### src/hdl/dbk_pkg.sv
// Shared constants and types for the multi-key debounce block.
// No dependencies.
`default_nettype none
package dbk_pkg;
  localparam int NUM_KEYS     = 13;
  localparam int KEY_W        = 4;
  localparam int FILTER_W     = 8;
  localparam int LEVELS_W     = 13;
  localparam logic [FILTER_W-1:0] FILTER_RESET = FILTER_W'(10);

  typedef logic [NUM_KEYS-1:0] key_mask_t;

  // per-tick findings: lane state changes and released (low) key levels
  typedef struct packed {
    key_mask_t change;
    key_mask_t up;
  } event_set_t;
endpackage
`default_nettype wire

### src/hdl/dbk_if.sv
// Handshake channel interfaces: key levels in, key events out, filter setting.
// Depends on dbk_pkg.
`default_nettype none
interface dbk_key_if import dbk_pkg::*; ();
  logic                valid;
  logic                ready;
  logic [LEVELS_W-1:0] key_levels;
  modport source (output valid, output key_levels, input ready);
  modport sink   (input valid, input key_levels, output ready);
endinterface

interface dbk_evt_if import dbk_pkg::*; ();
  logic             valid;
  logic             ready;
  logic [KEY_W-1:0] key_index;
  logic             is_release;
  logic             last_event;
  modport source (output valid, output key_index, output is_release, output last_event,
                  input ready);
  modport sink   (input valid, input key_index, input is_release, input last_event,
                  output ready);
endinterface

interface dbk_cfg_if import dbk_pkg::*; ();
  logic                valid;
  logic                ready;
  logic [FILTER_W-1:0] filter_ticks;
  modport source (output valid, output filter_ticks, input ready);
  modport sink   (input valid, input filter_ticks, output ready);
endinterface
`default_nettype wire

### src/hdl/dbk_lane.sv
// One key lane: tick counter and debounced state, flags a state change.
// Depends on dbk_pkg.
`default_nettype none
module dbk_lane import dbk_pkg::*; (
  input  wire logic                clk,
  input  wire logic                rst,
  input  wire logic                tick,
  input  wire logic                level,
  input  wire logic [FILTER_W-1:0] filter,
  output logic                     change
);
  logic [FILTER_W-1:0] cnt;
  logic                state;
  logic                expired;

  assign expired = !(cnt < filter);
  assign change  = expired && (level != state);

  always_ff @(posedge clk) begin
    if (rst) begin
      cnt   <= '0;
      state <= 1'b0;
    end else if (tick) begin
      if (expired) begin
        cnt <= '0;
        if (change) begin
          state <= level;
        end
      end else begin
        cnt <= cnt + FILTER_W'(1);
      end
    end
  end
endmodule
`default_nettype wire

### src/hdl/dbk_merge.sv
// Merging stage: holds one tick's changes and sends them lowest key first.
// Depends on dbk_pkg and dbk_if.
`default_nettype none
module dbk_merge import dbk_pkg::*; (
  input  wire logic       clk,
  input  wire logic       rst,
  input  wire logic       load,
  input  event_set_t      found,
  output logic            idle,
  dbk_evt_if.source       events
);
  key_mask_t        pend;
  key_mask_t        up;
  key_mask_t        sel_bit;
  key_mask_t        rest;
  logic [KEY_W-1:0] sel_idx;
  logic             take;
  logic             o_valid;
  logic [KEY_W-1:0] o_idx;
  logic             o_rel;
  logic             o_last;

  assign idle    = (pend == '0);
  assign take    = !o_valid || events.ready;
  assign sel_bit = pend & (~pend + key_mask_t'(1));
  assign rest    = pend & ~sel_bit;

  always_comb begin
    sel_idx = '0;
    for (int k = NUM_KEYS - 1; k >= 0; k--) begin
      if (pend[k]) begin
        sel_idx = KEY_W'(k);
      end
    end
  end

  always_ff @(posedge clk) begin
    if (rst) begin
      pend    <= '0;
      o_valid <= 1'b0;
    end else begin
      if (load) begin
        pend <= found.change;
      end else if (take && !idle) begin
        pend <= rest;
      end
      if (take) begin
        o_valid <= !idle;
      end
    end
  end

  always_ff @(posedge clk) begin
    if (load) begin
      up <= found.up;
    end
    if (take && !idle) begin
      o_idx  <= sel_idx;
      o_rel  <= |(up & sel_bit);
      o_last <= (rest == '0);
    end
  end

  assign events.valid      = o_valid;
  assign events.key_index  = o_idx;
  assign events.is_release = o_rel;
  assign events.last_event = o_last;
endmodule
`default_nettype wire

### src/hdl/multi_key_debounce_events.sv
// Top level: filter register, one debounce lane per key, event merging stage.
// Depends on dbk_pkg, dbk_if, dbk_lane and dbk_merge.
//
//  channel | dir | transfer carries
//  cfg     | in  | filter_ticks (8 bit)
//  keys    | in  | key_levels (13 bit), one scan tick
//  events  | out | key_index, is_release, last_event
//
// A tick is taken by all lanes at once; its events then leave at one per
// cycle through the merging stage while events is ready, and the next tick
// is taken only once the merging stage holds no more pending events.
// Reset (rst, synchronous) clears counters, states and sets filter to 10.
// A stalled events channel holds the merging stage and, through it, keys.
`default_nettype none
module multi_key_debounce_events import dbk_pkg::*; (
  input  wire logic clk,
  input  wire logic rst,
  dbk_cfg_if.sink   cfg,
  dbk_key_if.sink   keys,
  dbk_evt_if.source events
);
  logic [FILTER_W-1:0] filter;
  logic                tick;
  logic                idle;
  event_set_t          found;

  assign cfg.ready  = 1'b1;
  assign keys.ready = idle;
  assign tick       = keys.valid && idle;

  always_ff @(posedge clk) begin
    if (rst) begin
      filter <= FILTER_RESET;
    end else if (cfg.valid) begin
      filter <= cfg.filter_ticks;
    end
  end

  assign found.up = ~keys.key_levels[NUM_KEYS-1:0];

  for (genvar k = 0; k < NUM_KEYS; k++) begin : g_lane
    dbk_lane u_lane (
      .clk    (clk),
      .rst    (rst),
      .tick   (tick),
      .level  (keys.key_levels[k]),
      .filter (filter),
      .change (found.change[k])
    );
  end

  dbk_merge u_merge (
    .clk    (clk),
    .rst    (rst),
    .load   (tick),
    .found  (found),
    .idle   (idle),
    .events (events)
  );
endmodule
`default_nettype wire
### src/flat_wrapper.sv
// flat-port wrapper written by rule: the top's interface ports become plain ports
module multi_key_debounce_events_flat import dbk_pkg::*;
  (clk, rst, cfg_valid, cfg_filter_ticks, cfg_ready, keys_valid, keys_key_levels, keys_ready, events_valid, events_key_index, events_is_release, events_last_event, events_ready);
  dbk_cfg_if cfg_i ();
  dbk_key_if keys_i ();
  dbk_evt_if events_i ();
  input  wire logic clk;
  input  wire logic rst;
  input wire logic [$bits(cfg_i.valid)-1:0] cfg_valid;
  input wire logic [$bits(cfg_i.filter_ticks)-1:0] cfg_filter_ticks;
  output wire logic [$bits(cfg_i.ready)-1:0] cfg_ready;
  input wire logic [$bits(keys_i.valid)-1:0] keys_valid;
  input wire logic [$bits(keys_i.key_levels)-1:0] keys_key_levels;
  output wire logic [$bits(keys_i.ready)-1:0] keys_ready;
  output wire logic [$bits(events_i.valid)-1:0] events_valid;
  output wire logic [$bits(events_i.key_index)-1:0] events_key_index;
  output wire logic [$bits(events_i.is_release)-1:0] events_is_release;
  output wire logic [$bits(events_i.last_event)-1:0] events_last_event;
  input wire logic [$bits(events_i.ready)-1:0] events_ready;
  assign cfg_i.valid = cfg_valid;
  assign cfg_i.filter_ticks = cfg_filter_ticks;
  assign cfg_ready = cfg_i.ready;
  assign keys_i.valid = keys_valid;
  assign keys_i.key_levels = keys_key_levels;
  assign keys_ready = keys_i.ready;
  assign events_valid = events_i.valid;
  assign events_key_index = events_i.key_index;
  assign events_is_release = events_i.is_release;
  assign events_last_event = events_i.last_event;
  assign events_i.ready = events_ready;
  multi_key_debounce_events u_core (.clk(clk), .rst(rst), .cfg(cfg_i), .keys(keys_i), .events(events_i));
endmodule
### config.mk
export PLATFORM = sky130hd
export DESIGN_NAME = multi_key_debounce_events_flat
export DESIGN_NICKNAME = d
export VERILOG_FILES = /design/src/hdl/dbk_pkg.sv /design/src/hdl/dbk_if.sv /design/src/hdl/dbk_lane.sv /design/src/hdl/dbk_merge.sv /design/src/hdl/multi_key_debounce_events.sv /design/src/flat_wrapper.sv
export SDC_FILE = /design/constraint.sdc
export NUM_CORES = 1
export LEC_CHECK = 0
export BUFFER_PORTS_ARGS = -buffer_cell sky130_fd_sc_hd__buf_4
export CORE_MARGIN = 2
export CORE_UTILIZATION = 35
export DETAILED_ROUTE_END_ITERATION = 6
export MAX_ROUTING_LAYER = met4
export PLACE_DENSITY_LB_ADDON = 0.3
export SYNTH_ARGS = -nofsm -noshare
export SYNTH_HDL_FRONTEND = slang
export SYNTH_SLANG_ARGS = --single-unit
### constraint.sdc
create_clock -name clk -period 5.9 [get_ports clk]
set_input_delay 0.59 -clock clk [delete_from_list [all_inputs] [get_ports clk]]
set_output_delay 0.59 -clock clk [all_outputs]
set_load 0.1 [all_outputs]
==> results_dict.tcl, run 1 <==
set metrics [dict create \
    track_usage 0.162 \
    gp_congestion 0.799 \
    die_x_um 166 \
    p_per_area_nw_per_um2 260 \
    cts_root_buf "clkbuf_16" \
    grt_pass1_vias 6621 \
    fin_crit_sh 0.528 \
    outcome "finished clean" \
    synth_edf_count 19 \
    end_kind "output port" \
    die_y_um 166 \
    cts_buffer_depth 2 \
    synth.area.top_cells "dfxtp_1 30%, ha_1 14%, edfxtp_1 6.2%" \
    drv_slew 0 \
    skew_ns 0.0103 \
    portBuffers 33 \
    coreArea_sq_um 26000 \
    cts_setup_buffers 0 \
    first_pass_iters 4 \
    drc 0 \
    crit_path_max_fanout 11 \
    drive_above_1_share 0.0853 \
    synth_top_family_by_area "simple AND/OR/NAND/NOR gates" \
    power_uw 2690 \
    pre_cts_ws_ns 2.85 \
    synth-seq-cells 158 \
    yosysSeqAreaShare 0.364 \
    fin_crit_ns 3.12 \
    initial_core_util 0.355 \
    power_leakage_uw 0.00441 \
    ir_drop_mv 0.211 \
    synthDistinctLibCells 59 \
    cts_buffers 17 \
    post_cts_resized 0 \
    synthArstFlopShare 0 \
    final_cell_mix "139 x dfxtp_1, 104 x ha_1, 79 x and2_1" \
    synthMuxAreaShare 0.0114 \
    viasPerCell 5.06 \
    grt_pass1_wl_um 34900 \
    antenna_found_initial 0 \
    cts_tree "done" \
    synthesis.area_sq_um 9220 \
    synth_top_area_cell "dfxtp_1" \
    max-cap-violations 0 \
    holdBufCountCts 0 \
    cts.sinks 158 \
    synthesis.nets 1135 \
    hpwl_um 13800 \
    worst_slack_ns 2.78 \
    synth-simple-area-share 0.210 \
    antenna_left 0 \
    route.final.wire_length_um 21100 \
    fin_nets 1149 \
    clkLatencyLatePin_ns 0.43 \
    setup-tns-final_ns 0 \
    ys.flop_type "dfxtp_1" \
    synthAdderAreaFrac 0.142 \
    cp.required_ns 5.31 \
    drt_iter0_drc 383 \
    final_common_cell "dfxtp_1" \
    fin_worst_hold_slack_ns 0.400 \
    tightest_slew_ns 1.07 \
    regArea_sq_um 3350 \
    final_hold_viol_count 0 \
    area_delta_synth_final_pct 12.4 \
    wire_per_inst_um 15.4 \
    multi_input_area_sq_um 5530 \
    synth_xor_area_frac 0.0988 \
    grt_start_max_net_pins 66 \
    cts_max_level 4 \
    design_area_sq_um 10400 \
    placed_area_sq_um 9710 \
    hp-class "input port to register" \
    crit_type "register to output port" \
    rows 59 \
    cp-start-kind "register" \
    max_freq_ghz 0.321 \
    yosys_warnings 0 \
    slew_headroom 0.269 \
    vias 6920 \
    cts.clk_slew.worst_paths_ns 0.06 \
    diodes 0 \
    setup_viol 0 \
    synth_top_area_frac 0.302 \
    syn_inst 1005 \
    arrival_ns 2.53 \
    io_pins 35 \
    avgSynthCellArea_sq_um 9.17 \
    grt-ovfl-total 0 \
    synth_compound_area_frac 0.137 \
    die_area_sq_um 27700 \
    nFillCells 2640 \
    rsz0062_at_grt "no" \
]
==> worst max-delay path, stage by stage, from the launching register on <==
cell	delay, ns
dfxtp_1	0.42
or4_1	0.73
nor4_4	0.54
buf_4	0.40
==> report_power, final <==
group,switching (uW),internal (uW)
logic,214,117
registers,41.1,1130
clock network,459,728
==> logic make-up (layout without fill, tap and decap cells) <==
logic type,count (synthesis),after routing
xor gates and xnor gates,104,104
DFF,158,158
other,1,1
AOI/OAI and AO/OA,188,188
and+or+nand+nor,361,361
muxes,10,10
buffers and inverters,78,105
adders and majority gates,105,105
==> cell type report <==
type                       instances  share of cell area
clock inverter                    10              0.0114
tap                              335              0.0405
inverter                          36              0.0130
multi-input combinational        769               0.534
sequential                       158               0.324
clock buffer                      22              0.0511
timing repair buffer              37              0.0268
==> cells in the mapped netlist (12+ instances only) <==
cell       instances
dfxtp_1          139
ha_1             104
and2_1            79
nand2_1           77
a21oi_1           65
xnor2_1           58
xor2_1            46
nor3_1            44
nand3_1           40
nand4_1           40
inv_1             36
nor2_1            32
clkbuf_1          28
edfxtp_1          19
o21ai_0           17
nand2b_1          15
o211ai_1          14
a21boi_1          13
o21a_1            13
a2111oi_0         12
a21o_1            12
==> routing by layer <==
layer  vias up  wire length [um]  track usage
li1       3622                 -            -
met1      3193             10900        0.220
met2        91              9280        0.250
met3        14               719       0.0331
met4         0               155       0.0334
met5         -                 0            -
==> flip-flops by register name (all words and copies together), names as in the netlist <==
signal / flops
u_core.u_merge.pend: 13
u_core.u_merge.events.key_index: 4
u_core.u_merge.events.valid: 1
u_core.g_lane.u_lane.cnt: 104
u_core.u_merge.up: 13
u_core.u_merge.events.last_event: 1
u_core.g_lane.u_lane.state: 13
u_core.filter: 8
u_core.u_merge.events.is_release: 1
==> final timing paths <==
| path | cells after the start | to | from | slack (ns) |
|---|---|---|---|---|
| max | 3 | keys_ready | u_core.u_merge.pend[0] | 2.78 |
| min | 3 | u_core.filter[3] | cfg_filter_ticks[3] | 0.40 |
| max reg2reg | 5 | u_core.u_merge.pend[1] | u_core.u_merge.pend[0] | 2.86 |
| min reg2reg | 2 | u_core.g_lane[0].u_lane.state | u_core.g_lane[0].u_lane.state | 0.47 |
==> per-stage QoR <==
stage | utilization | std cells
finish | 0.399 | 1367
global route | 0.399 | 1367
CTS | 0.399 | 1367
detailed placement | 0.374 | 1335
global placement | 0.374 | 1335
floorplan | - | 1005
Power figures use the tool's default switching activity.
==> inputs of run 2 (changes only) <==
--- a/config.mk
+++ b/config.mk
@@ -5,6 +5,7 @@
 export SDC_FILE = /design/constraint.sdc
 export NUM_CORES = 1
 export LEC_CHECK = 0
+export ABC_AREA = 1
 export BUFFER_PORTS_ARGS = -buffer_cell sky130_fd_sc_hd__buf_4
 export CORE_MARGIN = 2
 export CORE_UTILIZATION = 35
==> constraint.sdc (replaced) <==
create_clock -name clk -period 2.6 [get_ports clk]
set_input_delay 0.26 -clock clk [delete_from_list [all_inputs] [get_ports clk]]
set_output_delay 0.26 -clock clk [all_outputs]
set_load 0.1 [all_outputs]
==> results_dict.tcl, run 2 <==
set metrics [dict create \
    nFillCells 3027 \
    grt_pass1_vias 8734 \
    drt_iter0_drc 500 \
    synth_top_area_cell "dfxtp_1" \
    hpwl_um 18300 \
    grt_start_max_net_pins 84 \
    antenna_left 0 \
    route.final.wire_length_um 25300 \
    hp-class "input port to register" \
    wire_per_inst_um 12.9 \
    post_cts_resized 0 \
    first_pass_iters 4 \
    grt_pass1_wl_um 42600 \
    crit_path_max_fanout 14 \
    multi_input_area_sq_um 5850 \
    track_usage 0.178 \
    final_common_cell "nand2_1" \
    cts.clk_slew.worst_paths_ns 0.07 \
    placed_area_sq_um 11000 \
    design_area_sq_um 11500 \
    coreArea_sq_um 28800 \
    cp-start-kind "register" \
    startpoint "u_core.filter[4]" \
    synthArstFlopShare 0 \
    drive_above_1_share 0.0643 \
    setup-tns-final_ns 0 \
    drc 0 \
    cts.sinks 158 \
    die_x_um 175 \
    viasPerCell 4.74 \
    final_hold_viol_count 0 \
    cts_setup_buffers 0 \
    yosysSeqAreaShare 0.328 \
    rows 62 \
    fin_nets 1703 \
    r2r_cells 9 \
    final_cell_mix "471 x nand2_1, 220 x inv_1, 181 x nor2_1" \
    reg2reg_from "u_core.filter[4]" \
    synth.most_common_cell "nand2_1" \
    diodes 0 \
    die_y_um 175 \
    synth_top_area_frac 0.272 \
    slew_headroom 0.524 \
    cts_max_level 4 \
    regArea_sq_um 3350 \
    avgSynthCellArea_sq_um 6.66 \
    synth-seq-cells 158 \
    initial_core_util 0.356 \
    portBuffers 33 \
    utilization 0.401 \
    power_leakage_uw 0.00569 \
    drv_slew 0 \
    vias 9344 \
    synthesis.area_sq_um 10200 \
    io_pins 35 \
    clkLatencyLatePin_ns 0.43 \
    holdBufCountCts 0 \
    cts_tree "done" \
    synth.area.top_cells "dfxtp_1 27%, nand2_1 17%, ha_1 13%" \
    antenna_found_initial 0 \
    cts_buffer_depth 2 \
    ys.flop_type "dfxtp_1" \
    rsz0062_at_grt "no" \
    largest_reg_flops 104 \
    cts_root_buf "clkbuf_16" \
    fin_crit_sh 0.839 \
    arrival_ns 2.54 \
    hold_depth 3 \
    cp.required_ns 2.96 \
    max_freq_ghz 0.459 \
    regMostFlops "u_core.g_lane.u_lane.cnt" \
    die_area_sq_um 30600 \
    ir_drop_mv 0.572 \
    syn_inst 1536 \
    cts_buffers 17 \
    tightest_slew_ns 0.714 \
    power_uw 8490 \
    synth_edf_count 19 \
    grt-ovfl-total 0 \
    fin_crit_ns 2.18 \
    p_per_area_nw_per_um2 736 \
    area_delta_synth_final_pct 12.7 \
    yosys_warnings 0 \
    synthDistinctLibCells 33 \
    max-cap-violations 0 \
    skew_ns 0.0150 \
    synthesis.nets 1666 \
    setup_viol 0 \
    crit_type "register to register" \
    outcome "finished clean" \
    end_kind "register" \
    min_from "cfg_filter_ticks[1]" \
    synthTopCellsByCount "471 x nand2_1, 220 x inv_1, 181 x nor2_1, 139 x dfxtp_1, 104 x ha_1" \
    gp_congestion 0.850 \
]
-- run 2: cell count changes in the layout (fill, tap and decap cells not counted), sizes merged, moves of 29 or more --
cell	before	now
nand2	77	473
inv	39	222
nor2	32	185
and2	79	2
xnor2	58	12
a21oi	65	97
nand3	40	69
o21ai	22	51
-- run 2: cell families (layout without fill, tap and decap cells) --
family / Yosys count / in the layout / share of synthesized area
xor+xnor: 37 / 37 / 0.0317
compound gates: 154 / 154 / 0.0767
other cells: 1 / 1 / 0.000366
simple gates: 826 / 826 / 0.336
buf+inv: 256 / 306 / 0.101
flops: 158 / 158 / 0.328
fa+ha+maj: 104 / 104 / 0.127
-- run 2: report_power, final --
group | switching, uW | leakage (uW) | internal, uW
clock | 1070 | 0.000273 | 1410
combinational | 1930 | 0.00411 | 807
sequential | 358 | 0.00131 | 2900
-- run 2: final timing paths --
check / slack [ns] / end
worst max-delay path: 0.42 / u_core.g_lane[12].u_lane.cnt[0]
worst min-delay path: 0.06 / u_core.filter[1]
worst max register to register: 0.42 / u_core.g_lane[12].u_lane.cnt[0]
worst min register to register: 0.48 / u_core.u_merge.pend[12]
-- run 2: cell type report --
cell class	count	share of cell area
repair buffers	52	0.0382
clock inverters	14	0.0127
multi-input cells	1122	0.507
inverters	222	0.0725
clock buffers	18	0.0372
flip-flops and latches	158	0.291
well taps	384	0.0417
-- run 2: per-layer routing --
layer	share of wire	GRT usage	vias up	wire (um)
li1	-	-	4962	-
met5	0	-	-	0
met4	0.022	0.0566	0	556
met2	0.45	0.283	141	11500
met3	0.040	0.0281	28	1010
met1	0.49	0.230	4213	12300
-- run 2: critical path, cell delays in order (launching register included) --
cell	delay (ns)
dfxtp_1	0.31
inv_1	0.31
ha_1	0.33
a21oi_1	0.14
nor2_1	0.05
nor3_1	0.40
nand2_1	0.15
nand2_1	0.12
nand2_1	0.14
a21oi_1	0.15
-- run 2: through the flow --
stage,hold WS [ns],cells,setup slack [ns]
finish,0.0584,1970,0.419
global route,0.0716,1970,0.164
CTS,0.0476,1970,0.424
detailed placement,0.472,1938,0.441
global placement,0.468,1938,0.455
floorplan,0.376,1536,0.807
==> inputs of run 3 (changes only) <==
==> constraint.sdc (replaced) <==
create_clock -name clk -period 2.01 [get_ports clk]
set_input_delay 0.201 -clock clk [delete_from_list [all_inputs] [get_ports clk]]
set_output_delay 0.201 -clock clk [all_outputs]
set_load 0.1 [all_outputs]
==> results_dict.tcl, run 3 (synthesis results as in run 2) <==
set metrics [dict create \
    slowest_delay_ns 0.36 \
    fin_crit_sh 0.954 \
    crit_path_max_fanout 6 \
    grt-ovfl-total 0 \
    final_hold_viol_count 0 \
    outcome "finished clean" \
    die_y_um 175 \
    drc 0 \
    ir_drop_mv 0.666 \
    drt_iter0_drc 673 \
    cp.required_ns 1.81 \
    cts_buffers 17 \
    placed_area_sq_um 11200 \
    cts.sinks 158 \
    cp_slowest_cell "dfxtp_1" \
    die_area_sq_um 30600 \
    setup_viol 0 \
    cts_buffer_depth 2 \
    final_cell_mix "465 x nand2_1, 220 x inv_1, 176 x nor2_1" \
    drive_above_1_share 0.0923 \
    route.final.wire_length_um 25800 \
    coreArea_sq_um 28800 \
    design_area_sq_um 11900 \
    power_leakage_uw 0.00588 \
    clkLatencyLatePin_ns 0.43 \
    gp_congestion 0.859 \
    met1_usage 0.233 \
    initial_core_util 0.356 \
    end_kind "output port" \
    worstPathCellList "nor2_2, nand2_1, nor2_4, buf_4, nand2_1, inv_1, buf_12" \
    max_freq_ghz 0.522 \
    grt_start_max_net_pins 44 \
    max-cap-violations 0 \
    final_common_cell "nand2_1" \
    largest_reg_flops 104 \
    viasPerCell 4.79 \
    p_per_area_nw_per_um2 965 \
    grt_pass1_vias 8719 \
    hp-class "input port to register" \
    cp-start-kind "register" \
    grt_pass1_wl_um 42700 \
    cp_common_cell "nand2_1" \
    holdBufCountCts 0 \
    cts_tree "done" \
    final_cells 1998 \
    antenna_found_initial 0 \
    drv_slew 0 \
    hpwl_um 18900 \
    cts_max_level 4 \
    vias 9568 \
    cts_root_buf "clkbuf_16" \
    fin_crit_ns 1.92 \
    antenna_left 0 \
    die_x_um 175 \
    portBuffers 33 \
    crit_type "register to output port" \
    skew_ns 0.0141 \
    arrival_ns 1.72 \
    io_pins 35 \
    area_delta_synth_final_pct 16.7 \
    diodes 0 \
    track_usage 0.177 \
    fin_nets 1731 \
    wire_per_inst_um 12.9 \
    cts.clk_slew.worst_paths_ns 0.07 \
    rows 62 \
    grt_use_met3 0.0283 \
    dp_cells 1965 \
    grt.busiest_layer "met2" \
    regMostFlops "u_core.g_lane.u_lane.cnt" \
    use_met2 0.284 \
    first_pass_iters 5 \
]
==> run 3: final cells by class <==
type	count	area [sq um]
fill	2953	16800
sequential	158	3350
multi-input combinational	1122	5920
clock buffer	20	457
tap	384	480
inverter	222	842
timing repair buffer	80	733
clock inverter	12	155
==> run 3: routing by layer <==
layer	vias to the layer above	wire, um
li1	5033	-
met4	0	416
met1	4349	12800
met2	160	11700
met5	-	0
met3	26	966
==> run 3: path summary, 6_finish.rpt <==
| kind | endpoint | cells past startpoint | slack (ns) | from |
|---|---|---|---|---|
| setup / recovery | keys_ready | 7 | 0.09 | u_core.u_merge.pend[7] |
| hold / removal | u_core.filter[0] | 3 | 0.01 | cfg_filter_ticks[0] |
| setup reg to reg | u_core.g_lane[4].u_lane.cnt[0] | 10 | 0.16 | u_core.filter[5] |
| hold reg to reg | u_core.g_lane[0].u_lane.cnt[0] | 2 | 0.48 | u_core.g_lane[0].u_lane.cnt[0] |
==> run 3: worst max-delay path: cells and delay by family (launching register included) <==
kind / cells / cell delay [ns]
and+or+nand+nor: 4 / 0.48
DFF: 1 / 0.36
buffers and inverters: 3 / 0.44
==> run 3: per-stage QoR <==
step / hold WS, ns / total power, uW / utilization / setup TNS [ns] / worst slack, ns
CTS: 0.00360 / 11500 / 0.411 / 0 / 0.0235
floorplan: 0.317 / 6940 / - / 0 / 0.217
global route: 0.0244 / 12200 / 0.415 / -0.0210 / -0.0210
finish: 0.0115 / 11500 / 0.415 / 0 / 0.0928
global placement: 0.451 / 7980 / 0.390 / 0 / 0.0847
detailed placement: 0.448 / 8060 / 0.390 / 0 / 0.0240
==> run 3: repair_timing <==
action                                  4_1_cts  5_1_grt
endpoints found under the setup margin        1       83
resized for setup                             1       26
pin swaps                                     0        1
cloned                                        0        0
buffers inserted                              0        1
==> run 3: where the power goes <==
part	internal, uW	switching (uW)	leakage, uW
registers	3750	435	0.00131
clock network	2030	1380	0.000301
logic	1280	2640	0.00427
total	7070	4460	0.00588
